### config.mk
export PLATFORM = sky130hd
export DESIGN_NAME = cprgb_hue
export DESIGN_NICKNAME = d
export VERILOG_FILES = /design/src/rtl/cprgb_pkg.sv /design/src/rtl/cprgb_hue.sv
export SDC_FILE = /design/constraint.sdc
export NUM_CORES = 1
export LEC_CHECK = 0
export CAP_MARGIN = 10
export CORE_ASPECT_RATIO = 2
export CORE_MARGIN = 3
export CORE_UTILIZATION = 55
export DETAILED_ROUTE_END_ITERATION = 8
export DONT_BUFFER_PORTS = 1
export PLACE_DENSITY = 0.73
export RECOVER_POWER = 100
export SYNTH_ARGS = -nofsm -noshare
export SYNTH_HDL_FRONTEND = slang
export SYNTH_SLANG_ARGS = --single-unit
### constraint.sdc
create_clock -name clk -period 5.26 [get_ports clk]
set_input_delay 0.526 -clock clk [delete_from_list [all_inputs] [get_ports clk]]
set_output_delay 0.526 -clock clk [all_outputs]
set_load 0.02 [all_outputs]
### src/rtl/cprgb_pkg.sv
`timescale 1ns / 1ps

package cprgb_pkg;

	localparam int SAMPLE_BITS_DEF  = 16;
	localparam int CORDIC_STEPS_DEF = 16;
	localparam int ATAN_ENTRIES     = 30;

	// Samples sit at bit 60 - SAMPLE_BITS, so the top of the datapath is fixed.
	localparam int SCALE_TOP = 60;
	localparam int XW        = 64;
	localparam int ZW        = 34;
	localparam int LEVEL_W   = 8;
	localparam int CFG_IDX_W = 1;

	localparam logic [CFG_IDX_W-1:0] CFG_HIGH_LEVEL = 1'd0;
	localparam logic [CFG_IDX_W-1:0] CFG_LOW_LEVEL  = 1'd1;

	localparam logic [LEVEL_W-1:0] HIGH_RESET = 8'd255;
	localparam logic [LEVEL_W-1:0] LOW_RESET  = 8'd50;

	// Phase format: pi = 2^31.
	localparam logic signed [ZW-1:0] PHASE_PI = 34'sh0_8000_0000;

	// round(atan(2^-i) * 2^31 / pi)
	localparam logic [31:0] ATAN_TAB [ATAN_ENTRIES] = '{
		32'd536870912, 32'd316933406, 32'd167458907, 32'd85004756, 32'd42667331,
		32'd21354465, 32'd10679838, 32'd5340245, 32'd2670163, 32'd1335087,
		32'd667544, 32'd333772, 32'd166886, 32'd83443, 32'd41722,
		32'd20861, 32'd10430, 32'd5215, 32'd2608, 32'd1304,
		32'd652, 32'd326, 32'd163, 32'd81, 32'd41,
		32'd20, 32'd10, 32'd5, 32'd3, 32'd1
	};

	typedef struct packed {
		logic signed [XW-1:0] x;
		logic signed [XW-1:0] y;
		logic signed [ZW-1:0] z;
		logic                 zero;
	} vec_t;

	typedef struct packed {
		logic [LEVEL_W-1:0] high;
		logic [LEVEL_W-1:0] low;
	} levels_t;

endpackage

### src/rtl/cprgb_hue.sv
`timescale 1ns / 1ps

module cprgb_hue (
	input  logic                                  clk,
	input  logic                                  arst_n,
	input  logic                                  in_valid,
	output logic                                  in_ready,
	input  logic signed [cprgb_pkg::ZW-1:0]       phase,
	input  cprgb_pkg::levels_t                    levels,
	output logic                                  out_valid,
	input  logic                                  out_ready,
	output logic [cprgb_pkg::LEVEL_W-1:0]         red,
	output logic [cprgb_pkg::LEVEL_W-1:0]         green,
	output logic [cprgb_pkg::LEVEL_W-1:0]         blue
);
	import cprgb_pkg::*;

	localparam int TW = ZW;
	localparam int UW = 32;
	localparam int PW = LEVEL_W + UW;
	localparam int CW = LEVEL_W + 2;
	localparam logic [UW-1:0] U_MAX = 32'h8000_0000;

	typedef enum logic [2:0] {
		SEG_GREEN_UP,
		SEG_RED_DOWN,
		SEG_BLUE_UP,
		SEG_NEG_BLUE_UP,
		SEG_NEG_RED_DOWN,
		SEG_NEG_GREEN_UP
	} seg_t;

	logic signed [TW-1:0] t, p1, p2;
	seg_t                 seg_w;
	logic signed [TW-1:0] u_w;

	seg_t                 seg_s1, seg_s2;
	logic [UW-1:0]        u_s1;
	logic [LEVEL_W-1:0]   q_s2;
	logic                 neg_s2;
	logic [LEVEL_W-1:0]   red_s3, green_s3, blue_s3;
	logic                 valid_s1, valid_s2, valid_s3;
	logic                 rdy_s1, rdy_s2, rdy_s3;

	logic signed [LEVEL_W:0] r;
	logic [LEVEL_W-1:0]      mag;
	logic [PW-1:0]           prod;

	logic signed [CW-1:0] ramp, hi, lo, up, down;
	logic signed [CW-1:0] rc, gc, bc;

	// Stage 1: t = 3 * phase, pick the wheel segment and the ramp distance.
	assign p1 = TW'(PHASE_PI);
	assign p2 = p1 <<< 1;
	assign t  = phase + (phase <<< 1);

	always_comb begin
		if (!t[TW-1] && t <= p1) begin
			seg_w = SEG_GREEN_UP;
			u_w   = t;
		end else if (!t[TW-1] && t <= p2) begin
			seg_w = SEG_RED_DOWN;
			u_w   = t - p1;
		end else if (!t[TW-1]) begin
			seg_w = SEG_BLUE_UP;
			u_w   = t - p2;
		end else if (t > -p1) begin
			seg_w = SEG_NEG_BLUE_UP;
			u_w   = -t;
		end else if (t > -p2) begin
			seg_w = SEG_NEG_RED_DOWN;
			u_w   = -t - p1;
		end else begin
			seg_w = SEG_NEG_GREEN_UP;
			u_w   = -t - p2;
		end
	end

	// Stage 2: |r| * u / pi, sign of r kept aside for truncation toward zero.
	assign r    = $signed({1'b0, levels.high}) - $signed({1'b0, levels.low});
	assign mag  = r[LEVEL_W] ? LEVEL_W'(-r) : LEVEL_W'(r);
	assign prod = PW'(mag) * PW'(u_s1);

	// Stage 3: place ramp and levels on the three channels.
	assign ramp = neg_s2 ? -$signed(CW'(q_s2)) : $signed(CW'(q_s2));
	assign hi   = $signed(CW'(levels.high));
	assign lo   = $signed(CW'(levels.low));
	assign up   = lo + ramp;
	assign down = hi - ramp;

	always_comb begin
		unique case (seg_s2)
			SEG_GREEN_UP:     begin rc = hi;   gc = up;   bc = lo;   end
			SEG_RED_DOWN:     begin rc = down; gc = hi;   bc = lo;   end
			SEG_BLUE_UP:      begin rc = lo;   gc = hi;   bc = up;   end
			SEG_NEG_BLUE_UP:  begin rc = hi;   gc = lo;   bc = up;   end
			SEG_NEG_RED_DOWN: begin rc = down; gc = lo;   bc = hi;   end
			SEG_NEG_GREEN_UP: begin rc = lo;   gc = up;   bc = hi;   end
			default:          begin rc = lo;   gc = lo;   bc = lo;   end
		endcase
	end

	assign rdy_s3   = !valid_s3 || out_ready;
	assign rdy_s2   = !valid_s2 || rdy_s3;
	assign rdy_s1   = !valid_s1 || rdy_s2;
	assign in_ready = rdy_s1;

	always_ff @(posedge clk or negedge arst_n) begin
		if (!arst_n) begin
			valid_s1 <= 1'b0;
			valid_s2 <= 1'b0;
			valid_s3 <= 1'b0;
		end else begin
			if (rdy_s1) valid_s1 <= in_valid;
			if (rdy_s2) valid_s2 <= valid_s1;
			if (rdy_s3) valid_s3 <= valid_s2;
		end
	end

	always_ff @(posedge clk) begin
		if (rdy_s1 && in_valid) begin
			seg_s1 <= seg_w;
			u_s1   <= UW'(u_w);
		end
		if (rdy_s2 && valid_s1) begin
			seg_s2 <= seg_s1;
			q_s2   <= prod[UW+LEVEL_W-2:UW-1];
			neg_s2 <= r[LEVEL_W];
		end
		if (rdy_s3 && valid_s2) begin
			red_s3   <= rc[LEVEL_W-1:0];
			green_s3 <= gc[LEVEL_W-1:0];
			blue_s3  <= bc[LEVEL_W-1:0];
		end
	end

	assign out_valid = valid_s3;
	assign red       = red_s3;
	assign green     = green_s3;
	assign blue      = blue_s3;

	a_ramp_span: assert property (@(posedge clk) disable iff (!arst_n)
		valid_s1 |-> (u_s1 <= U_MAX))
		else $error("ramp distance exceeds one segment");

endmodule

==> results.yml, run 1 <==
layout:
  layout.nets: 2042
  n_antenna_cell: 0
  drive_gt1_share_pct: 16.1
  regArea_um2: 2210
  nFillCells: 2058
  multi_input_area_um2: 11400
  syn_to_final_growth_pct: 16.0
worst_setup_path:
  critical_path_class: "input port to flip-flop"
  cp.buffers_inverters: 7
  reg2reg_slack_ns: -0.04
  r2r-end: "q_s2[7]"
  cp-start-kind: "input port"
  crit_end: "q_s2[7]"
  cp.required_ns: 5.35
  cp-startpoint: "levels[8]"
  reg2reg_from: "u_s1[8]"
  cp.arrival_ns: 7.16
  critPathMaxFanout: 5
  cpPeakStageDelay_ns: 0.57
  cp-end-kind: "flip-flop"
  r2r_cells: 18
  cp.depth: 31
  crit_family: "adder cells"
  crit_slowest_cell: "fa_2"
synthesis:
  synthTopCellsByCount: "inv_1 (242), fa_1 (182), ha_1 (112)"
  synthTopCellsByArea: "fa_1 (26%), edfxtp_1 (15%), ha_1 (9.9%), inv_1 (6.4%), nor2b_1 (4.3%)"
  synth_seq_cells: 74
  synth_most_common_cell: "inv_1"
  async_flop_share_pct: 4.05
  synth_top_area_share_pct: 25.7
  syn_area_per_cell_um2: 8.87
  synth.net_count: 1944
  yosysTopAreaCell: "fa_1"
  synthCells: 1596
  synth_edf_count: 71
  ys.flop_type: "edfxtp_1"
  yosysWarnings: 0
  ys_types: 75
  ys_seq_area_share_pct: 15.6
  syn_area_um2: 14200
die:
  die_area_um2: 27800
  die_y_um: 233
  io_pins: 80
  rows: 82
  die_x_um: 119
  start_util_pct: 56.1
  core-area_um2: 25200
drt:
  firstDrtPassIters: 6
  drt-met1-wl_um: 11800
  post_drt_wl_per_cell_um: 18.1
  drtIter0Drc: 550
  vias: 11700
  met3WireLength_um: 1200
  drc: 0
  topRoutingLayerUsed: "met5"
  routed_wl_um: 36800
  dr_wl_met2_um: 21500
  ant_nets: 0
  drt-vias-per-instance: 5.77
cts:
  cts_max_level: 3
  insertion_delay_ns: 0.35
  cts_sinks: 74
  root_buffer: "clkbuf_16"
  clock_path_buffers: 2
  numCtsBuffers: 9
  clk_pin_slew_ns: 0.06
  cts_tree: "built"
timing:
  slew_viol_final: 61
  rsz0062_at_grt: "yes"
  worst_pin_slew_ns: 2.02
  worst_clock_skew_ns: 0.0112
  fin_crit_sh_pct: 134
  fmax_ghz: 0.141
  min_period_ns: 7.07
  setup_viol: 8
  setup_ws_ns: -1.81
  hold_viol_final: 0
  slew_headroom_pct: -34.7
  whs_ns: 0.268
global_route:
  grt-ovfl-total: 0
  grt_pass1_vias: 12900
  antenna_found_initial: 1
  grt_pass1_wl_um: 60000
  track_usage_pct: 27.1
  grt_max_degree: 36
status:
  failed_checks: "capacitance limit, slew limit, setup timing"
  status: "complete, but fails checks"
placement:
  numPortBuffers: 0
  gp_congestion: 0.900
  post-dp-hpwl_um: 30300
flow_run:
  maxCapViolations: 2
worst_hold_path:
  hold_class: "input port to flip-flop"
cells by family (layout without fill, tap and decap cells):
group                    Yosys count  in the layout  share of synthesized area, %
AO/OA/AOI/OAI                    299            299                          13.9
XOR/XNOR                          94             94                          5.82
adder cells (fa/ha/maj)          295            295                          35.7
buffers and inverters            293            396                          7.90
flip-flops                        74             74                          15.6
multiplexers                       6              6                         0.424
AND/OR/NAND/NOR                  535            535                          20.7
worst register-to-register path, delay by kind of cell (launching register included):
kind,cells,cell delay [ns]
compound gates,7,1.27
xor+xnor,1,0.13
fa+ha+maj,5,2.24
buf+inv,3,0.32
flops,1,0.50
simple gates,2,0.58
layout by cell type, fill, tap and decap left out, types with 13 or more instances in the layout:
| cell | instances |
|---|---|
| inv_1 | 229 |
| fa_1 | 170 |
| buf_4 | 118 |
| ha_1 | 94 |
| nand2_1 | 92 |
| nor2_1 | 88 |
| and2_1 | 87 |
| nor2b_1 | 85 |
| edfxtp_1 | 71 |
| a21oi_1 | 67 |
| xnor2_1 | 57 |
| nand2b_1 | 53 |
| o21ai_0 | 52 |
| a21o_1 | 32 |
| xor2_1 | 28 |
| nand3_1 | 28 |
| a22oi_1 | 19 |
| nor3_1 | 17 |
| a21oi_2 | 16 |
| ha_4 | 14 |
| nand4_1 | 13 |
worst min path at each step:
stage             start  slack [ns]   endpoint  depth (start not counted)
2_1_floorplan    arst_n        0.23  out_valid                          0
3_3_place_gp     arst_n        0.23   valid_s1                          0
3_5_place_dp     arst_n        0.23   valid_s1                          0
4_1_cts        phase[0]        0.26    u_s1[0]                          0
5_1_grt        phase[0]        0.26    u_s1[0]                          0
6_report       phase[0]        0.27    u_s1[0]                          0
state kept, by name, summed over array words and instances, names as in the netlist:
name       count
q_s2           8
seg_s1         3
valid_s1       1
valid_s2       1
seg_s2         3
green          8
out_valid      1
red            8
u_s1          32
neg_s2         1
blue           8
final cells by class:
type	count	share of cell area, %
clock buffers	10	1.39
clock inverters	6	0.350
inverters	243	5.67
multi-input cells	1229	69.2
flip-flops and latches	74	13.4
well taps	336	2.56
repair buffers	137	7.37
timing repair:
item | 4_1_cts | 5_1_grt
pin swaps | 30 | 49
hold buffers | 1 | 0
resized for setup | 32 | 35
hold endpoints to repair | 3 | 0
setup endpoints to repair | 8 | 8
buffers inserted | 9 | 7
gates cloned | 1 | 0
per-stage QoR:
step,utilization [%],std cells,setup TNS (ns),instance area [um2],setup slack (ns)
6_report,65.1,2035,-13.88,16400,-1.81
5_1_grt,65.1,2035,-15.28,16400,-1.98
4_1_cts,64.3,2028,-13.46,16200,-1.76
3_5_place_dp,62.2,2001,-17.12,15700,-2.31
3_3_place_gp,62.2,2001,-16.22,15700,-2.18
2_1_floorplan,-,1596,-11.97,14500,-1.83
metal layers:
metal	track usage (%)	vias up
met5	0	-
met4	16.5	2
met3	3.21	145
met2	55.7	367
met1	23.9	5769
li1	-	5459
Power of run 1 is not shown: default switching activity piles up to over one toggle a cycle in this logic, so the estimate is an artifact.
==> run 2, diff against run 1 <==
Settings changed: CORE_MARGIN 3 to 5.
==> run 2 against run 1 <==
Against the previous run: global-route usage fell by 0.18 points; the run still ends with capacitance limit, slew limit, setup timing left; worst hold slack got worse by 0.0018 ns; flip-flop and latch count unchanged; cell area is 2.3% higher; die area up 5.1%; clock-buffer cell count did not move; register-to-register slack got worse by 0.11 ns; sequential share of layout area is 0.30 points lower; core utilization increased by 0.69 points.
==> results.yml, run 2 (same netlist as run 1, synthesis figures left out) <==
status:
  status: "complete, but fails checks"
  failed_checks: "capacitance limit, slew limit, setup timing"
drt:
  drtIter0Drc: 545
  routed_wl_um: 38800
  firstDrtPassIters: 6
  ant_nets: 0
  post_drt_wl_per_cell_um: 18.8
  vias: 12000
  drc: 0
  drt-vias-per-instance: 5.85
timing:
  whs_ns: 0.267
  setup_ws_ns: -1.87
  slew_viol_final: 36
  setup_viol: 8
  fin_crit_sh_pct: 135
  fmax_ghz: 0.140
  hold_viol_final: 0
  rsz0062_at_grt: "yes"
  min_period_ns: 7.13
  worst_clock_skew_ns: 0.0112
  worst_pin_slew_ns: 1.93
  slew_headroom_pct: -28.5
die:
  die_y_um: 237
  start_util_pct: 55.4
  die_x_um: 123
  core-area_um2: 25500
  rows: 83
  io_pins: 80
  die_area_um2: 29200
layout:
  drive_gt1_share_pct: 18.3
  largest_reg_flops: 32
  layout_common_cells: "inv_1 (225), fa_1 (169), buf_4 (123), ha_1 (94), nand2_1 (90)"
  nFillCells: 2038
  final_common_cell: "inv_1"
  n_antenna_cell: 0
  syn_to_final_growth_pct: 18.7
  largest-register: "u_s1"
  layout.nets: 2062
cts:
  numCtsBuffers: 9
  cts_tree: "built"
  clock_path_buffers: 2
  cts_sinks: 74
  insertion_delay_ns: 0.35
  clk_pin_slew_ns: 0.06
  root_buffer: "clkbuf_16"
  cts_max_level: 3
flow_run:
  maxCapViolations: 2
worst_setup_path:
  cp.buffers_inverters: 7
  crit_path_frequent_cell: "fa_1"
  crit_slowest_cell: "fa_1"
  critPathMaxFanout: 4
  cp-start-kind: "input port"
  critical_path_class: "input port to flip-flop"
  crit_family: "adder cells"
  cp.required_ns: 5.35
  cpPeakStageDelay_ns: 0.58
  cp.arrival_ns: 7.22
  cp-end-kind: "flip-flop"
worst_hold_path:
  hold_class: "input port to flip-flop"
placement:
  post-dp-hpwl_um: 30400
  numPortBuffers: 0
  gp_congestion: 0.907
global_route:
  grt_pass1_wl_um: 61700
  met1_usage_pct: 23.9
  track_usage_pct: 26.9
  grt_pass1_vias: 13000
  met2_usage_pct: 53.0
  met3_usage_pct: 3.39
  antenna_found_initial: 0
  top_usage_layer: "met2"
  grt-ovfl-total: 0
  grt_max_degree: 36
[run 2: cell count changes in the layout (fill, tap and decap cells not counted), sizes merged]
cell,before,now
inv,241,240
bufinv,1,2
xnor2,64,65
clkbuf,12,11
clkinv,5,4
bufbuf,0,1
buf,134,153
[run 2: layout make-up]
| type | count | area [um2] | area share, % |
|---|---|---|---|
| clock inverters | 5 | 80.1 | 0.477 |
| inverters | 243 | 945 | 5.62 |
| clock buffers | 10 | 229 | 1.36 |
| flip-flops and latches | 74 | 2210 | 13.1 |
| repair buffers | 156 | 1410 | 8.41 |
| multi-input cells | 1230 | 11500 | 68.5 |
| well taps | 340 | 425 | 2.53 |
[run 2: final timing paths]
| check | start | to | slack (ns) | cells after the start |
|---|---|---|---|---|
| worst min-delay path | phase[0] | u_s1[0] | 0.27 | 0 |
| worst min register to register | seg_s1[2] | seg_s2[2] | 0.42 | 0 |
| worst max register to register | u_s1[7] | q_s2[7] | -0.15 | 18 |
| min in group asynchronous | arst_n | valid_s1 | 0.43 | 1 |
| max in group asynchronous | arst_n | out_valid | 4.68 | 1 |
| worst max-delay path | levels[8] | q_s2[7] | -1.87 | 32 |
[run 2: worst register-to-register path, cell delays in order (launching register included)]
cell and delay (ns):
edfxtp_1 0.44, buf_4 0.19, nor2b_2 0.16, fa_1 0.52, inv_1 0.07, fa_1 0.56, fa_1 0.43, fa_1 0.50
inv_1 0.07, ha_4 0.26, a21o_1 0.18, a21oi_2 0.17, o21ai_1 0.12, a41o_1 0.22, or4_4 0.45, a2111oi_4 0.39
o21ai_2 0.11, a31o_1 0.20, xnor2_1 0.12
[run 2: per-layer routing]
metal  share of wire (%)  up-vias
met2                  57      415
met3                 3.5      202
met1                  31     5923
li1                    -     5505
met5                   0        -
met4                 8.7        0
[run 2: stage by stage]
stage / instances / setup WS [ns] / instance area, um2 / setup TNS [ns] / util [%]
3_5_place_dp: 2006 / -2.19 / 15700 / -16.52 / 61.4
6_report: 2058 / -1.87 / 16800 / -13.59 / 65.8
3_3_place_gp: 2006 / -2.07 / 15700 / -15.53 / 61.4
4_1_cts: 2048 / -1.63 / 16600 / -12.28 / 64.9
2_1_floorplan: 1596 / -1.83 / 14500 / -11.97 / -
5_1_grt: 2058 / -2.04 / 16800 / -15.09 / 65.8
[run 2: timing repair]
item	in CTS	in global routing
endpoints found under the hold margin	3	0
gates resized for setup	75	42
buffers inserted	23	10
cloned	3	0
pin swaps	68	55
setup endpoints to repair	8	8
hold buffers	1	0
Power of run 2 is left out for the same reason.
